## config.mk

```make
export PLATFORM = sky130hd
export DESIGN_NAME = iss_cell
export DESIGN_NICKNAME = d
export VERILOG_FILES = /design/src/rtl/iss_pkg.sv /design/src/rtl/iss_cell.sv
export SDC_FILE = /design/constraint.sdc
export NUM_CORES = 1
export LEC_CHECK = 0
export ABC_AREA = 0
export BUFFER_PORTS_ARGS = -buffer_cell sky130_fd_sc_hd__buf_4
export CORE_MARGIN = 1
export CORE_UTILIZATION = 41
export DETAILED_ROUTE_END_ITERATION = 8
export PLACE_DENSITY_LB_ADDON = 0.3
export SLEW_MARGIN = 20
export SYNTH_ARGS = -nofsm -noshare
export SYNTH_HDL_FRONTEND = slang
export SYNTH_SLANG_ARGS = --single-unit
export TNS_END_PERCENT = 100
```

## constraint.sdc

```tcl
create_clock -name clk -period 5.2 [get_ports clk]
set_input_delay 0.78 -clock clk [delete_from_list [all_inputs] [get_ports clk]]
set_output_delay 0.78 -clock clk [all_outputs]
set_load 0.02 [all_outputs]
```

## src/rtl/iss_pkg.sv

```systemverilog
// Shared constants and types for the indexed sequence store.
package iss_pkg;

  // Number of cells in the chain
  localparam int CAPACITY = 64;

  // Field widths fixed by the stream format
  localparam int OP_W  = 2;
  localparam int POS_W = 7;
  localparam int VAL_W = 32;
  localparam int ST_W  = 2;
  localparam int LEN_W = 7;

  // Count must hold CAPACITY itself; compares run at the wider of count and position
  localparam int CNT_W = $clog2(CAPACITY + 1);
  localparam int CMP_W = (CNT_W > POS_W) ? CNT_W : POS_W;

  // Hit gather: cells are ORed in groups, group results registered
  localparam int GRP_SZ = 8;
  localparam int NGRP   = (CAPACITY + GRP_SZ - 1) / GRP_SZ;

  // Stream widths, padded to whole bytes
  localparam int IN_BITS  = OP_W + POS_W + VAL_W;
  localparam int OUT_BITS = ST_W + VAL_W + LEN_W;
  localparam int IN_W     = ((IN_BITS + 7) / 8) * 8;
  localparam int OUT_W    = ((OUT_BITS + 7) / 8) * 8;

  // Request codes
  localparam logic [OP_W-1:0] OP_INS = 2'd0;
  localparam logic [OP_W-1:0] OP_EXT = 2'd1;
  localparam logic [OP_W-1:0] OP_APP = 2'd2;
  localparam logic [OP_W-1:0] OP_REM = 2'd3;

  // Status codes
  localparam logic [ST_W-1:0] ST_OK     = 2'd0;
  localparam logic [ST_W-1:0] ST_EMPTY  = 2'd1;
  localparam logic [ST_W-1:0] ST_BADPOS = 2'd2;
  localparam logic [ST_W-1:0] ST_FULL   = 2'd3;

  // Command broadcast to every cell
  typedef struct packed {
    logic             ins;
    logic             ext;
    logic [CMP_W-1:0] pos;
  } iss_cmd_t;

endpackage

```

## src/rtl/iss_cell.sv

```systemverilog
// One storage cell of the chain: holds one value and shifts with its neighbors.
module iss_cell (
  input  logic                        clk,
  input  iss_pkg::iss_cmd_t           cmd,
  input  logic [iss_pkg::CMP_W-1:0]   cell_idx,
  input  logic [iss_pkg::VAL_W-1:0]   new_val,
  input  logic [iss_pkg::VAL_W-1:0]   prev_val,
  input  logic [iss_pkg::VAL_W-1:0]   next_val,
  output logic [iss_pkg::VAL_W-1:0]   val,
  output logic [iss_pkg::VAL_W-1:0]   hit
);

  logic [iss_pkg::VAL_W-1:0] val_r;
  logic [iss_pkg::VAL_W-1:0] val_nxt;
  logic                      at_pos;
  logic                      past_pos;

  assign at_pos   = (cell_idx == cmd.pos);
  assign past_pos = (cell_idx > cmd.pos);

  // Insert: open a gap at the position; extract: close it from above
  always_comb begin
    val_nxt = val_r;
    if (cmd.ins) begin
      if (at_pos) begin
        val_nxt = new_val;
      end else if (past_pos) begin
        val_nxt = prev_val;
      end
    end else if (cmd.ext) begin
      if (at_pos || past_pos) begin
        val_nxt = next_val;
      end
    end
  end

  always_ff @(posedge clk) begin
    val_r <= val_nxt;
  end

  assign val = val_r;
  // Value leaving the chain, zero everywhere else
  assign hit = (cmd.ext && at_pos) ? val_r : '0;

endmodule

```

; Word-level counts from Yosys, hierarchy flattened
; Index checks and enable logic that the tools add are counted.
[totals]
input_bits = 113
register_bits = 32
output_inout_bits = 64
elab_cells = 15
ram_bits = 0
latch_bits = 0
romBits = 0
n_memories = 0
[classes]
n_addsub = 0
n_reduce_logical = 5
mul = 0
bitwise_logic = 0
eq_ne = 2
n_lt_le_gt_ge = 1
n_shift = 0
mux = 6
div = 0
[op_table]
columns = cell, count
row1 = 2-to-1 mux 32 bit, 6
row2 = == test 7 bit, 1
row3 = greater-than comparator 7 bit, 1
row4 = nonzero test 2 bit, 2
row5 = "inequality test 3 x 1 -> 1 bit, second input constant", 1
row6 = AND reduction 3 bit, 1
row7 = logical AND 1 bit, 1
row8 = logical OR 1 bit, 1

; Logic depth before layout (Yosys ltp)
[logic_depth]
word_depth = 5
ltp_mapped = 8
depth_no_buf = 6

; Worst setup path before layout
; No wires, ideal clock.
[synth_timing]
path_type = input-to-output
from = input port cmd[6] (netlist name)
to = output port hit[10] (netlist name)
t_required_ns = 4.420
cell_stages = 7
path_slack_ns = 2.332
arrival_ns = 2.088
n_path_buf = 2
cell_sequence = inv_1 ha_1 and4_1 and4_4 buf_12 clkbuf_2 and3_1
[synth_via]
elab_chain_cells = 3
[synth_lines]
columns = item, line_no
row1 = "start, declared", iss_cell.sv:4  ; input iss_pkg::iss_cmd_t cmd,
row2 = == test 7 bit, iss_cell.sv:18  ; assign at_pos = (cell_idx == cmd.pos);
row3 = logical AND 1 bit, iss_cell.sv:43  ; assign hit = (cmd.ext && at_pos) ? val_r : '0;
row4 = 2-to-1 mux 32 bit, iss_cell.sv:43
row5 = "end, declared", iss_cell.sv:10  ; output logic [iss_pkg::VAL_W-1:0] hit
; Every way passes these cells.

; Worst setup path in the final report
[layout_timing]
from = input port cell_idx[6] (netlist name)
to = output port hit[19] (netlist name)
[layout_via]
elab_chain_cells = 3
[layout_lines]
columns = item, line_no
row1 = "start, declared", iss_cell.sv:5  ; input logic [iss_pkg::CMP_W-1:0] cell_idx,
row2 = == test 7 bit, iss_cell.sv:18
row3 = logical AND 1 bit, iss_cell.sv:43
row4 = 2-to-1 mux 32 bit, iss_cell.sv:43
; Every way passes these cells.

==> impl_metrics.ini <==
[routing]
wl_met1_um = 2350
dr.pass1.iters = 5
drt_iter0_markers = 153
avgViaCountPerCell = 5.04
routed_wl_um = 6370
ant_nets = 0
via_count = 2370
routed.top_layer = met4
wl_met3_um = 402
dr_wl_met2_um = 3480
wl_per_cell_um = 13.5
drt_drc_violations_left = 0

[placement]
dp_hpwl_um = 4600
port_buffers = 176
place_congestion = 0.699

[power_and_ir_drop]
cellPowerDensity_nw_per_um2 = 223
ir_worst_vdd_v = 0.000156
power.leakage_nw = 1.78

[clocking]
root_buffer = clkbuf_8
cts.clk_slew.worst_paths_ps = 60
post_cts_resized = 0
numCtsBuffers = 5
cts_sinks = 32
clockBufferDepth = 2
cts_hold_buf = 0
cts_tree = done
post-cts-setup-buffers = 0
htree_levels = 2

[sta]
drv_slew = 0
period_share_pct = 63.1
hold_slack_ps = 847
setup_viol = 0
layout_min_cycle_time_ps = 3280
rsz0062_at_grt = no
setup-tns-final_ps = 0
slew_headroom_pct = 54.9
tightest_slew_ps = 674
final-hold-violation-count = 0
fmax_mhz = 305

[hold_path]
hold_class = in -> reg

[synth]
synth_area_um2 = 2040
synth.distinct_cells = 21
synth.avg_cell_area_um2 = 8.61
synth-main-ff-cell = edfxtp_1
synth_top_area_cell = edfxtp_1
yosys_warnings = 0
async_flop_share_pct = 0
syn_inst = 237
ys_top_cells_by_count = nand2_1 (65), a31oi_1 (32), and3_1 (32), edfxtp_1 (32), nor2_1 (32)
synth_area_leaders = edfxtp_1 (47%), nand2_1 (12%), a31oi_1 (9.8%)
synth-seq-cells = 32
syn_nets = 357
synth_top_area_share_pct = 47.1
synth_edf_count = 32
yosysMostFrequentCell = nand2_1
ys_seq_area_share_pct = 47.1

[run]
drv_cap = 0

[final_layout]
final_nets = 522
layout-drive-gt1-share_pct = 46.2
syn2layout_area_growth_pct = 67.3
largest_reg_flops = 32
n_antenna_cell = 0
fill_cells = 379

[die]
dieWidth_um = 72.6
core_area_um2 = 4750
rows = 25
initial_core_util_pct = 42.9
chipHeight_um = 72.6
io-pin-count = 177
die-area_um2 = 5260

[setup_path]
path_buf_inv = 2
path_common_cell = buf_4
cp.required_ps = 4420
crit_slowest_cell = and4_4
worstSetupPathType = in -> out
critical_path.max_fanout = 64
cpPeakStageDelay_ps = 650
arrival_ps = 2500
critPathCaptureType = output pin
critPathTopFamily = simple AND/OR/NAND/NOR gates
path_cells = buf_4, ha_1, and4_1, and4_4, and3_1, buf_4
start_kind = input port

[global_route]
grt_pass1_vias = 2143
grt_overflow = 0
grt_use_total_pct = 23.8
grt_max_degree = 66
antenna_found_initial = 0
grt_pass1_wl_um = 9610

[run_status]
status = finished clean
[final cells by class]
class	instances	area, µm²	area share (%)
sequential	32	961	28.2
tap	67	83.8	2.46
inverter	7	26.3	0.770
timing repair buffer	178	1340	39.1
clock inverter	3	13.8	0.403
multi-input combinational	178	923	27.1
clock buffer	5	68.8	2.02
[routing by layer]
| layer | GRT usage (%) | vias to the layer above |
|---|---|---|
| met3 | 6.94 | 16 |
| met5 | 0 | - |
| met2 | 44.0 | 105 |
| met4 | 7.84 | 0 |
| li1 | - | 1163 |
| met1 | 25.7 | 1086 |
[cells by family (layout without fill, tap and decap cells)]
group	after synthesis	after routing	share of synthesized area, %
fa+ha+maj	7	7	4.29
flops	32	32	47.1
simple gates	133	133	29.2
compound gates	38	38	11.7
buf+inv	27	193	7.66
[through the flow]
step	cell area [µm²]	std cells	worst slack [ps]	power [mW]	utilization, %
2_1_floorplan	2040	237	2330	0.453	-
3_3_place_gp	3330	462	2000	0.583	70.1
3_5_place_dp	3330	462	1930	0.589	70.1
4_1_cts	3410	470	1930	0.767	71.8
5_1_grt	3410	470	1840	0.799	71.8
6_report	3410	470	1920	0.761	71.8
[worst paths after layout]
kind / from / slack, ps / endpoint / cells past startpoint
worst min-delay path: next_val[9] / 850 / val[9]$_DFFE_PP_ / 3
worst max-delay path: cell_idx[6] / 1920 / hit[19] / 6
[where the power goes]
part	switching (mW)	internal (mW)	total [mW]
Sequential	0.0191	0.331	0.350
Combinational	0.115	0.118	0.232
Clock	0.0878	0.0907	0.178
[cell usage in the layout (no fill, tap or decap)]
| cell type | synthesis | routed |
|---|---|---|
| nor2_1 | 32 | 32 |
| o21a_1 | 1 | 1 |
| nand4_1 | 1 | 1 |
| clkinv_1 | 0 | 1 |
| clkbuf_8 | 0 | 5 |
| o221ai_1 | 1 | 1 |
| nand2b_1 | 1 | 1 |
| clkinv_2 | 0 | 2 |
| buf_4 | 0 | 178 |
| o21ai_0 | 1 | 1 |
| and3_1 | 32 | 32 |
| ha_1 | 7 | 7 |
| inv_1 | 7 | 7 |
| a21oi_1 | 2 | 2 |
| a31oi_1 | 32 | 32 |
| and4_1 | 1 | 1 |
| a211oi_1 | 1 | 1 |
| edfxtp_1 | 32 | 32 |
| and4_4 | 1 | 1 |
| nand2_1 | 65 | 65 |
Power figures use the tool's default switching activity.
